**src/hw/rtl/m68kold_pkg.sv**
```systemverilog
package m68kold_pkg;

    localparam int NUM_ROWS = 81;
    localparam int ROW_W = 7;
    localparam int NUM_GROUPS = 11;
    localparam int GROUP_SIZE = 8;
    localparam int MATCH_W = NUM_GROUPS * GROUP_SIZE;
    localparam logic [ROW_W-1:0] NO_MATCH = ROW_W'(NUM_ROWS);

    typedef enum logic [4:0] {
        KIND_MOVE, KIND_BRA, KIND_ORSR, KIND_IMM, KIND_MOVES, KIND_BIT, KIND_MOVESR,
        KIND_SONE, KIND_ONE, KIND_REG, KIND_EXTW, KIND_EXTL, KIND_MOVEM, KIND_TRAP,
        KIND_ONEWORD, KIND_PLAIN, KIND_MOVEC, KIND_CHK, KIND_DBCC, KIND_SCC,
        KIND_QUICK, KIND_MOVEQ, KIND_OPMODE, KIND_EXTEND, KIND_SHIFT
    } t_kind;

    typedef enum logic [1:0] {
        SIZE_NONE = 2'd0,
        SIZE_BYTE = 2'd1,
        SIZE_WORD = 2'd2,
        SIZE_LONG = 2'd3
    } t_size;

    typedef struct packed {
        logic [ROW_W-1:0] row_index;
        logic             recognized;
        logic [1:0]       operand_size;
        logic [2:0]       src_mode;
        logic [2:0]       src_reg;
        logic [2:0]       dst_mode;
        logic [2:0]       dst_reg;
        logic [2:0]       ext_words;
    } t_result;

    localparam logic [15:0] ROW_MASK [NUM_ROWS] = '{
        16'hF000, 16'hF000, 16'hF000,
        16'hF000,
        16'hFFFF, 16'hFFFF, 16'hFFFF,
        16'hFFFF,
        16'hFF00, 16'hFF00, 16'hFF00,
        16'hFF00, 16'hFF00, 16'hFF00,
        16'hFF00,
        16'hF100, 16'hF800,
        16'hFFC0, 16'hFF00,
        16'hFFC0, 16'hFF00,
        16'hFFC0, 16'hFF00,
        16'hFFC0, 16'hFF00,
        16'hFFC0, 16'hFFF8, 16'hFFC0,
        16'hFFF8, 16'hFFF8, 16'hFB80,
        16'hFFC0, 16'hFF00, 16'hFFF0,
        16'hFFF8, 16'hFFF8, 16'hFFF8,
        16'hFFF8, 16'hFFF8, 16'hFFF8,
        16'hFFFF, 16'hFFFF, 16'hFFFF,
        16'hFFFF, 16'hFFFF, 16'hFFFF,
        16'hFFFF, 16'hFFFF, 16'hFFFE,
        16'hFFC0, 16'hFFC0,
        16'hF1C0, 16'hF1C0,
        16'hF0F8, 16'hF0C0,
        16'hF100, 16'hF100,
        16'hF000,
        16'hF1C0, 16'hF1C0, 16'hF1F0,
        16'hF000, 16'hF1C0, 16'hF130,
        16'hF000, 16'hF1C0, 16'hF138,
        16'hF100, 16'hF100,
        16'hF1C0, 16'hF1C0,
        16'hF1F8, 16'hF1F8, 16'hF1F8,
        16'hF1F0, 16'hF000,
        16'hF1C0, 16'hF130, 16'hF000,
        16'hF100, 16'hF100
    };

    localparam logic [15:0] ROW_MATCH [NUM_ROWS] = '{
        16'h1000, 16'h2000, 16'h3000,
        16'h6000,
        16'h003C, 16'h007C, 16'h023C,
        16'h027C,
        16'h0000, 16'h0200, 16'h0400,
        16'h0600, 16'h0A00, 16'h0C00,
        16'h0E00,
        16'h0100, 16'h0800,
        16'h40C0, 16'h4000,
        16'h42C0, 16'h4200,
        16'h44C0, 16'h4400,
        16'h46C0, 16'h4600,
        16'h4800, 16'h4840, 16'h4840,
        16'h4880, 16'h48C0, 16'h4880,
        16'h4AC0, 16'h4A00, 16'h4E40,
        16'h4E50, 16'h4880, 16'h48C0,
        16'h4E58, 16'h4E60, 16'h4E68,
        16'h4E70, 16'h4E71, 16'h4E72,
        16'h4E73, 16'h4E74, 16'h4E75,
        16'h4E76, 16'h4E77, 16'h4E7A,
        16'h4E80, 16'h4EC0,
        16'h4180, 16'h41C0,
        16'h50C8, 16'h50C0,
        16'h5000, 16'h5100,
        16'h7000,
        16'h80C0, 16'h81C0, 16'h8100,
        16'h8000, 16'h91C0, 16'h9100,
        16'h9000, 16'hB1C0, 16'hB108,
        16'hB000, 16'hB100,
        16'hC0C0, 16'hC1C0,
        16'hC188, 16'hC148, 16'hC140,
        16'hC100, 16'hC000,
        16'hD1C0, 16'hD100, 16'hD000,
        16'hE000, 16'hE100
    };

    localparam t_kind ROW_KIND [NUM_ROWS] = '{
        KIND_MOVE, KIND_MOVE, KIND_MOVE,
        KIND_BRA,
        KIND_ORSR, KIND_ORSR, KIND_ORSR,
        KIND_ORSR,
        KIND_IMM, KIND_IMM, KIND_IMM,
        KIND_IMM, KIND_IMM, KIND_IMM,
        KIND_MOVES,
        KIND_BIT, KIND_BIT,
        KIND_MOVESR, KIND_SONE,
        KIND_MOVESR, KIND_SONE,
        KIND_MOVESR, KIND_SONE,
        KIND_MOVESR, KIND_SONE,
        KIND_ONE, KIND_REG, KIND_ONE,
        KIND_EXTW, KIND_EXTL, KIND_MOVEM,
        KIND_ONE, KIND_SONE, KIND_TRAP,
        KIND_ONEWORD, KIND_EXTW, KIND_EXTL,
        KIND_REG, KIND_REG, KIND_REG,
        KIND_PLAIN, KIND_PLAIN, KIND_ONEWORD,
        KIND_PLAIN, KIND_ONEWORD, KIND_PLAIN,
        KIND_PLAIN, KIND_PLAIN, KIND_MOVEC,
        KIND_ONE, KIND_ONE,
        KIND_CHK, KIND_CHK,
        KIND_DBCC, KIND_SCC,
        KIND_QUICK, KIND_QUICK,
        KIND_MOVEQ,
        KIND_CHK, KIND_CHK, KIND_EXTEND,
        KIND_OPMODE, KIND_OPMODE, KIND_EXTEND,
        KIND_OPMODE, KIND_OPMODE, KIND_EXTEND,
        KIND_OPMODE, KIND_OPMODE,
        KIND_CHK, KIND_CHK,
        KIND_EXTEND, KIND_EXTEND, KIND_EXTEND,
        KIND_EXTEND, KIND_OPMODE,
        KIND_OPMODE, KIND_EXTEND, KIND_OPMODE,
        KIND_SHIFT, KIND_SHIFT
    };

endpackage

```
**src/hw/rtl/m68kold_decode.sv**
```systemverilog
module m68kold_decode
    import m68kold_pkg::*;
(
    input  logic             i_found,
    input  logic [ROW_W-1:0] i_row,
    input  logic [15:0]      i_opcode,
    input  logic [15:0]      i_first_ext,
    output t_result          o_result
);

    function automatic logic [2:0] ea_words(input logic [2:0] mode, input logic [2:0] rg,
                                            input logic [1:0] sz);
        logic [2:0] w;
        w = 3'd0;
        if (mode == 3'd5 || mode == 3'd6) begin
            w = 3'd1;
        end else if (mode == 3'd7) begin
            case (rg)
                3'd0, 3'd2, 3'd3: w = 3'd1;
                3'd1:             w = 3'd2;
                3'd4:             w = (sz == SIZE_LONG) ? 3'd2 : 3'd1;
                default:          w = 3'd0;
            endcase
        end
        return w;
    endfunction

    t_kind      kind;
    logic [2:0] m;
    logic [2:0] r;
    logic [1:0] szf;
    logic [1:0] msz;
    logic       ok;
    logic       ea;
    logic [1:0] size;
    logic [2:0] sm;
    logic [2:0] sr;
    logic [2:0] dm;
    logic [2:0] dr;
    logic [2:0] words;
    logic [2:0] om;

    always_comb begin
        kind  = ROW_KIND[i_row];
        m     = i_opcode[5:3];
        r     = i_opcode[2:0];
        szf   = i_opcode[7:6];
        msz   = (szf == 2'd3) ? SIZE_NONE : szf + 2'd1;
        om    = i_opcode[8:6];
        ok    = i_found;
        ea    = 1'b0;
        size  = SIZE_NONE;
        sm    = 3'd0;
        sr    = 3'd0;
        dm    = 3'd0;
        dr    = 3'd0;
        words = 3'd0;

        if (i_found) begin
            unique case (kind)
                KIND_MOVE: begin
                    size  = (i_opcode[13:12] == 2'd1) ? SIZE_BYTE :
                            (i_opcode[13:12] == 2'd2) ? SIZE_LONG : SIZE_WORD;
                    ea    = 1'b1;
                    dm    = i_opcode[8:6];
                    dr    = i_opcode[11:9];
                    words = ea_words(dm, dr, size);
                end
                KIND_BRA: begin
                    words = (i_opcode[7:0] == 8'd0) ? 3'd1 : 3'd0;
                end
                KIND_ORSR: begin
                    size  = i_opcode[6] ? SIZE_WORD : SIZE_BYTE;
                    words = 3'd1;
                end
                KIND_IMM: begin
                    if (msz == SIZE_NONE) begin
                        ok = 1'b0;
                    end else begin
                        size  = msz;
                        ea    = 1'b1;
                        words = (msz == SIZE_LONG) ? 3'd2 : 3'd1;
                    end
                end
                KIND_MOVES: begin
                    words = 3'd1;
                    if (msz == SIZE_NONE || i_first_ext[10:0] != 11'd0) begin
                        ok = 1'b0;
                    end else begin
                        size = msz;
                        ea   = 1'b1;
                    end
                end
                KIND_BIT: begin
                    ea    = 1'b1;
                    words = i_opcode[8] ? 3'd0 : 3'd1;
                end
                KIND_MOVESR: begin
                    size = SIZE_WORD;
                    ea   = 1'b1;
                end
                KIND_SONE, KIND_QUICK: begin
                    if (msz == SIZE_NONE) begin
                        ok = 1'b0;
                    end else begin
                        size = msz;
                        ea   = 1'b1;
                    end
                end
                KIND_ONE, KIND_CHK: begin
                    ea = 1'b1;
                end
                KIND_EXTW: begin
                    size = SIZE_WORD;
                end
                KIND_EXTL: begin
                    size = SIZE_LONG;
                end
                KIND_MOVEM: begin
                    size  = i_opcode[6] ? SIZE_LONG : SIZE_WORD;
                    ea    = 1'b1;
                    words = 3'd1;
                end
                KIND_ONEWORD: begin
                    words = 3'd1;
                end
                KIND_MOVEC: begin
                    words = 3'd1;
                    if (i_first_ext[10:1] != 10'd0) begin
                        ok = 1'b0;
                    end
                end
                KIND_DBCC: begin
                    sr    = r;
                    words = 3'd1;
                end
                KIND_SCC: begin
                    size = SIZE_BYTE;
                    ea   = 1'b1;
                end
                KIND_OPMODE: begin
                    ea = 1'b1;
                    if (om == 3'd0 || om == 3'd4) begin
                        size = SIZE_BYTE;
                    end else if (om == 3'd1 || om == 3'd3 || om == 3'd5) begin
                        size = SIZE_WORD;
                    end else begin
                        size = SIZE_LONG;
                    end
                end
                KIND_EXTEND: begin
                    if (i_opcode[12]) begin
                        if (msz == SIZE_NONE) begin
                            ok = 1'b0;
                        end else begin
                            size = msz;
                        end
                    end
                end
                KIND_SHIFT: begin
                    if (szf == 2'd3) begin
                        ea = 1'b1;
                    end else begin
                        size = msz;
                    end
                end
                default: begin
                end
            endcase

            if (ok && ea) begin
                sm    = m;
                sr    = r;
                words = words + ea_words(m, r, (size == SIZE_NONE) ? SIZE_WORD : size);
            end
            if (!ok) begin
                size = SIZE_NONE;
                sm   = 3'd0;
                sr   = 3'd0;
                dm   = 3'd0;
                dr   = 3'd0;
            end
        end

        o_result.row_index    = i_found ? i_row : NO_MATCH;
        o_result.recognized   = ok;
        o_result.operand_size = size;
        o_result.src_mode     = sm;
        o_result.src_reg      = sr;
        o_result.dst_mode     = dm;
        o_result.dst_reg      = dr;
        o_result.ext_words    = words;
    end

endmodule

```
**src/hw/rtl/m68k_opcode_length_decoder.sv**
```systemverilog
// Input transfers pass r_match, r_hit/r_loc, r_row and r_out, the output registers.
// Throughput: one opcode per cycle; each of the four register stages (row match,
// group priority, row select, class decode) advances whenever the next one has room,
// so an output stall first fills empty stages and o_stall rises only when all are full.
// Reset (i_rst_n low, synchronous) empties every stage; payload is not cleared.
module m68k_opcode_length_decoder
    import m68kold_pkg::*;
(
    input  logic             i_clk,
    input  logic             i_rst_n,
    input  logic             i_valid,
    output logic             o_stall,
    input  logic [15:0]      i_opcode,
    input  logic [15:0]      i_first_ext,
    output logic             o_valid,
    input  logic             i_stall,
    output logic [ROW_W-1:0] o_row_index,
    output logic             o_recognized,
    output logic [1:0]       o_operand_size,
    output logic [2:0]       o_src_mode,
    output logic [2:0]       o_src_reg,
    output logic [2:0]       o_dst_mode,
    output logic [2:0]       o_dst_reg,
    output logic [2:0]       o_ext_words
);

    logic               r_v1;
    logic               r_v2;
    logic               r_v3;
    logic               r_v4;
    logic               adv1;
    logic               adv2;
    logic               adv3;
    logic               adv4;

    logic [MATCH_W-1:0] n_match;
    logic [MATCH_W-1:0] r_match;
    logic [15:0]        r_op1;
    logic [15:0]        r_ext1;

    logic [NUM_GROUPS-1:0] n_hit;
    logic [2:0]            n_loc [NUM_GROUPS];
    logic [NUM_GROUPS-1:0] r_hit;
    logic [2:0]            r_loc [NUM_GROUPS];
    logic [15:0]           r_op2;
    logic [15:0]           r_ext2;

    logic               n_found;
    logic [ROW_W-1:0]   n_row;
    logic               r_found;
    logic [ROW_W-1:0]   r_row;
    logic [15:0]        r_op3;
    logic [15:0]        r_ext3;

    t_result            n_out;
    t_result            r_out;

    assign adv4    = !r_v4 || !i_stall;
    assign adv3    = !r_v3 || adv4;
    assign adv2    = !r_v2 || adv3;
    assign adv1    = !r_v1 || adv2;
    assign o_stall = !adv1;

    always_ff @(posedge i_clk) begin
        if (!i_rst_n) begin
            r_v1 <= 1'b0;
            r_v2 <= 1'b0;
            r_v3 <= 1'b0;
            r_v4 <= 1'b0;
        end else begin
            if (adv1) r_v1 <= i_valid;
            if (adv2) r_v2 <= r_v1;
            if (adv3) r_v3 <= r_v2;
            if (adv4) r_v4 <= r_v3;
        end
    end

    always_comb begin
        n_match = '0;
        for (int i = 0; i < NUM_ROWS; i++) begin
            n_match[i] = (i_opcode & ROW_MASK[i]) == ROW_MATCH[i];
        end
    end

    always_ff @(posedge i_clk) begin
        if (adv1) begin
            r_match <= n_match;
            r_op1   <= i_opcode;
            r_ext1  <= i_first_ext;
        end
    end

    always_comb begin
        for (int g = 0; g < NUM_GROUPS; g++) begin
            n_hit[g] = |r_match[g*GROUP_SIZE +: GROUP_SIZE];
            n_loc[g] = 3'd0;
            for (int j = GROUP_SIZE - 1; j >= 0; j--) begin
                if (r_match[g*GROUP_SIZE + j]) n_loc[g] = 3'(j);
            end
        end
    end

    always_ff @(posedge i_clk) begin
        if (adv2) begin
            r_hit  <= n_hit;
            r_loc  <= n_loc;
            r_op2  <= r_op1;
            r_ext2 <= r_ext1;
        end
    end

    always_comb begin
        n_found = |r_hit;
        n_row   = NO_MATCH;
        for (int g = NUM_GROUPS - 1; g >= 0; g--) begin
            if (r_hit[g]) n_row = {4'(g), r_loc[g]};
        end
    end

    always_ff @(posedge i_clk) begin
        if (adv3) begin
            r_found <= n_found;
            r_row   <= n_row;
            r_op3   <= r_op2;
            r_ext3  <= r_ext2;
        end
    end

    m68kold_decode u_decode (
        .i_found     (r_found),
        .i_row       (r_row),
        .i_opcode    (r_op3),
        .i_first_ext (r_ext3),
        .o_result    (n_out)
    );

    always_ff @(posedge i_clk) begin
        if (adv4) begin
            r_out <= n_out;
        end
    end

    assign o_valid        = r_v4;
    assign o_row_index    = r_out.row_index;
    assign o_recognized   = r_out.recognized;
    assign o_operand_size = r_out.operand_size;
    assign o_src_mode     = r_out.src_mode;
    assign o_src_reg      = r_out.src_reg;
    assign o_dst_mode     = r_out.dst_mode;
    assign o_dst_reg      = r_out.dst_reg;
    assign o_ext_words    = r_out.ext_words;

`ifndef SYNTH
    a_recog_row: assert property (@(posedge i_clk) disable iff (!i_rst_n)
        r_v4 && o_recognized |-> o_row_index != NO_MATCH)
        else $error("recognized result without a matching row");

    a_nomatch_clear: assert property (@(posedge i_clk) disable iff (!i_rst_n)
        r_v4 && o_row_index == NO_MATCH |-> !o_recognized && o_ext_words == 3'd0)
        else $error("unmatched opcode carries a result");

    a_bad_clear: assert property (@(posedge i_clk) disable iff (!i_rst_n)
        r_v4 && !o_recognized |-> o_operand_size == SIZE_NONE && o_src_mode == 3'd0 &&
            o_src_reg == 3'd0 && o_dst_mode == 3'd0 && o_dst_reg == 3'd0)
        else $error("bad opcode leaves size or address fields set");

    a_words_range: assert property (@(posedge i_clk) disable iff (!i_rst_n)
        r_v4 |-> o_ext_words <= 3'd4)
        else $error("extension word count out of range");

    a_enter: assert property (@(posedge i_clk) disable iff (!i_rst_n)
        i_valid && !o_stall |=> r_v1)
        else $error("transfer in did not reach the first stage");
`endif

endmodule
```
**config.mk**
```make
export PLATFORM = sky130hd
export DESIGN_NAME = m68k_opcode_length_decoder
export DESIGN_NICKNAME = d
export VERILOG_FILES = /design/src/hw/rtl/m68kold_pkg.sv /design/src/hw/rtl/m68kold_decode.sv /design/src/hw/rtl/m68k_opcode_length_decoder.sv
export SDC_FILE = /design/constraint.sdc
export NUM_CORES = 1
export LEC_CHECK = 0
export ABC_AREA = 1
export BUFFER_PORTS_ARGS = -buffer_cell sky130_fd_sc_hd__buf_2
export CELL_PAD_IN_SITES_DETAIL_PLACEMENT = 0
export CELL_PAD_IN_SITES_GLOBAL_PLACEMENT = 1
export CORE_MARGIN = 1.5
export CORE_UTILIZATION = 40
export DETAILED_ROUTE_END_ITERATION = 10
export GPL_ROUTABILITY_DRIVEN = 0
export GPL_TIMING_DRIVEN = 0
export PLACE_DENSITY = 0.71
export SYNTH_ARGS = -nofsm -noshare
export SYNTH_HDL_FRONTEND = slang
export SYNTH_SLANG_ARGS = --single-unit
```
**constraint.sdc**
```tcl
create_clock -name i_clk -period 11.7 [get_ports i_clk]
set_input_delay 2.34 -clock i_clk [delete_from_list [all_inputs] [get_ports i_clk]]
set_output_delay 2.34 -clock i_clk [all_outputs]
set_load 0.02 [all_outputs]
```
==> flow_summary.json <==
{
  "synth_common_cells": "edfxtp_1, nand2_1, nor2_1",
  "critPathRequiredTime_ps": 9360,
  "path_clk_slew_ps": 60,
  "place_area_um2": 11380,
  "antenna-diode-count": 0,
  "synth_seq_area_share_pct": 65.21,
  "netlist_area_um2": 10620,
  "cts_buffers": 26,
  "syn2layout_area_growth_pct": 15.29,
  "core-area_um2": 26060,
  "status": "finished, final reports clean",
  "rsz0062_at_grt": "false",
  "period_share_pct": 60.91,
  "cpMostUsedCell": "nor2_1",
  "yosys_most_used_dff": "edfxtp_1",
  "final_cell_area_um2": 12250,
  "grt_pass1_wl_um": 35000,
  "root_buffer": "clkbuf_16",
  "clock_latency_ps": 520,
  "finalMaxSlewViolations": 0,
  "synthCells": 966,
  "clock_path_buffers": 3,
  "drive_gt1_share_pct": 17.32,
  "dr.first_iter.drc_count": 576,
  "worstPathCellList": "buf_2 > nand2_1 > nor2_1 > clkinv_1 > nor2_1 > inv_2 > nor2_1 > buf_2",
  "tightest_slew_ps": 1173,
  "cts_tree": "yes",
  "final_antenna_net_count": 0,
  "crit_path_start_kind": "primary input",
  "arrival_ps": 4790,
  "yosysUniqueCellTypes": 54,
  "drv_cap": 0,
  "clock-sinks": 232,
  "critPathKind": "in -> out",
  "fillCellCount": 2411,
  "overflow": 0,
  "die_w_um": 166.0,
  "period_minus_slack_ps": 7126,
  "min_path_type": "reg -> reg",
  "synth.area.top_cells": "edfxtp_1, nand2_1, nor2_1",
  "drc": 0,
  "crit_fanout": 27,
  "die_y_um": 166.0,
  "post_cts_resized": 0,
  "ys_seq_elements": 232,
  "start_util_pct": 40.76,
  "hold_viol": 0,
  "setup_tns_ps": 0,
  "leakage_nw": 5.145,
  "synthMostInstantiatedCell": "edfxtp_1",
  "grt_pass1_vias": 6913,
  "syn_nets": 1017,
  "viasPerCell": 4.957,
  "synth_top_area_share_pct": 64.46,
  "ys.warnings.count": 0,
  "numPortBuffers": 57,
  "async_flop_share_pct": 0,
  "grt_usage_pct": 15.85,
  "largest_register_ff_count": 79,
  "top_regs": "r_match: 79 flops, r_loc: 30 flops",
  "wl_per_cell_um": 15.42,
  "dieArea_um2": 27540,
  "largest-register": "r_match",
  "slowest_delay_ps": 640,
  "htreeDepth": 1,
  "grt_max_degree": 74,
  "peakVddDrop_v": 0.0001119,
  "cts_setup_buffers": 0,
  "cpMaxStageDelayCell": "nand2_1",
  "final-setup-viol-count": 0,
  "num_io_pins": 63,
  "holdPathStages": 0,
  "hpwl_um": 15980,
  "core.rowCount": 59,
  "synth_edf_count": 228,
  "reg2reg_depth": 25,
  "drt_first_pass_iters": 5,
  "vias": 6984,
  "cp-end-kind": "output pin",
  "nets": 1105,
  "yosys.area.top_type": "edfxtp_1",
  "antenna_found_initial": 0,
  "routed_wirelength_um": 21730,
  "syn_avg_cell_area_um2": 11.00,
  "maxSlewHeadroom_pct": 21.60,
  "fin_worst_skew_ps": 7.025,
  "holdBufCountCts": 0,
  "pwr_density_cell_nw_per_um2": 169.9,
  "max_freq_ghz": 0.1403
}
metrics by stage:
| step | cells | hold slack (ps) | utilization (%) | worst slack (ps) | power (mW) |
|---|---|---|---|---|---|
| floorplan | 966 | 400.3 | - | 3510 | 1.229 |
| global placement | 1358 | 400.3 | 43.46 | 1766 | 1.312 |
| detailed placement | 1360 | 404.5 | 43.65 | 3988 | 1.312 |
| CTS | 1408 | 414.7 | 46.89 | 3982 | 2.103 |
| global route | 1409 | 424.8 | 46.99 | 4224 | 2.174 |
| finish | 1409 | 411.9 | 46.99 | 4574 | 2.081 |
layout make-up:
cell class	count	area, µm²	share of cell area [%]
Buffer	12	72.57	0.5926
Clock buffer	29	683.2	5.579
Clock inverter	19	158.9	1.298
Inverter	127	488.0	3.985
Multi-Input combinational cell	595	3137	25.62
Sequential cell	232	6927	56.56
Tap cell	335	419.2	3.423
Timing Repair Buffer	60	360.3	2.943
metal layers:
metal / track usage, % / vias to the layer above / part of all wire, %
met1: 20.70 / 3240 / 45
met4: 5.288 / 0 / 3.1
li1: - / 3546 / -
met5: 0 / - / 0
met2: 26.79 / 152 / 48
met3: 2.741 / 46 / 4.5
worst max-delay path, delay by kind of cell:
kind | cells | cell delay, ps
buf+inv | 4 | 940
simple gates | 4 | 1490
final timing paths:
kind         startpoint              to  slack, ps
min reg2reg   r_ext2[3]       r_ext3[3]        410
max reg2reg    r_row[1]  o_ext_words[1]       7790
min           r_ext2[3]       r_ext3[3]        410
max             i_stall         o_stall       4570
where the power goes:
part | internal (mW) | leakage [nW] | total (mW) | switching, mW
logic | 0.101 | 2.05 | 0.315 | 0.214
clock network | 0.467 | 0.413 | 0.788 | 0.321
registers | 0.957 | 2.68 | 0.978 | 0.0203
logic make-up after synthesis:
family                   count (synthesis)  synth area share, %
AO/OA/AOI/OAI                          107                5.831
adder cells (fa/ha/maj)                 15                1.838
buffers and inverters                  139                5.254
flip-flops                             232                65.21
XOR/XNOR                                 1              0.08247
AND/OR/NAND/NOR                        472                21.78
layout by cell type, fill, tap and decap left out, drive strengths merged, types with 2 or more instances in the layout:
| cell | instances |
|---|---|
| o2111ai | 2 |
| nand2 | 148 |
| a21boi | 2 |
| nor4 | 23 |
| nand4 | 12 |
| edfxtp | 228 |
| ha | 14 |
| a21oi | 59 |
| a31oi | 2 |
| clkinv | 14 |
| nor3 | 50 |
| or2 | 21 |
| clkbuf | 35 |
| buf | 66 |
| o21ai | 29 |
| nand3 | 65 |
| bufinv | 2 |
| dfxtp | 4 |
| nand3b | 2 |
| clkinvlp | 2 |
| nor2 | 147 |
| o211ai | 6 |
| inv | 128 |
No activity file was read; power rests on OpenSTA's default activity.
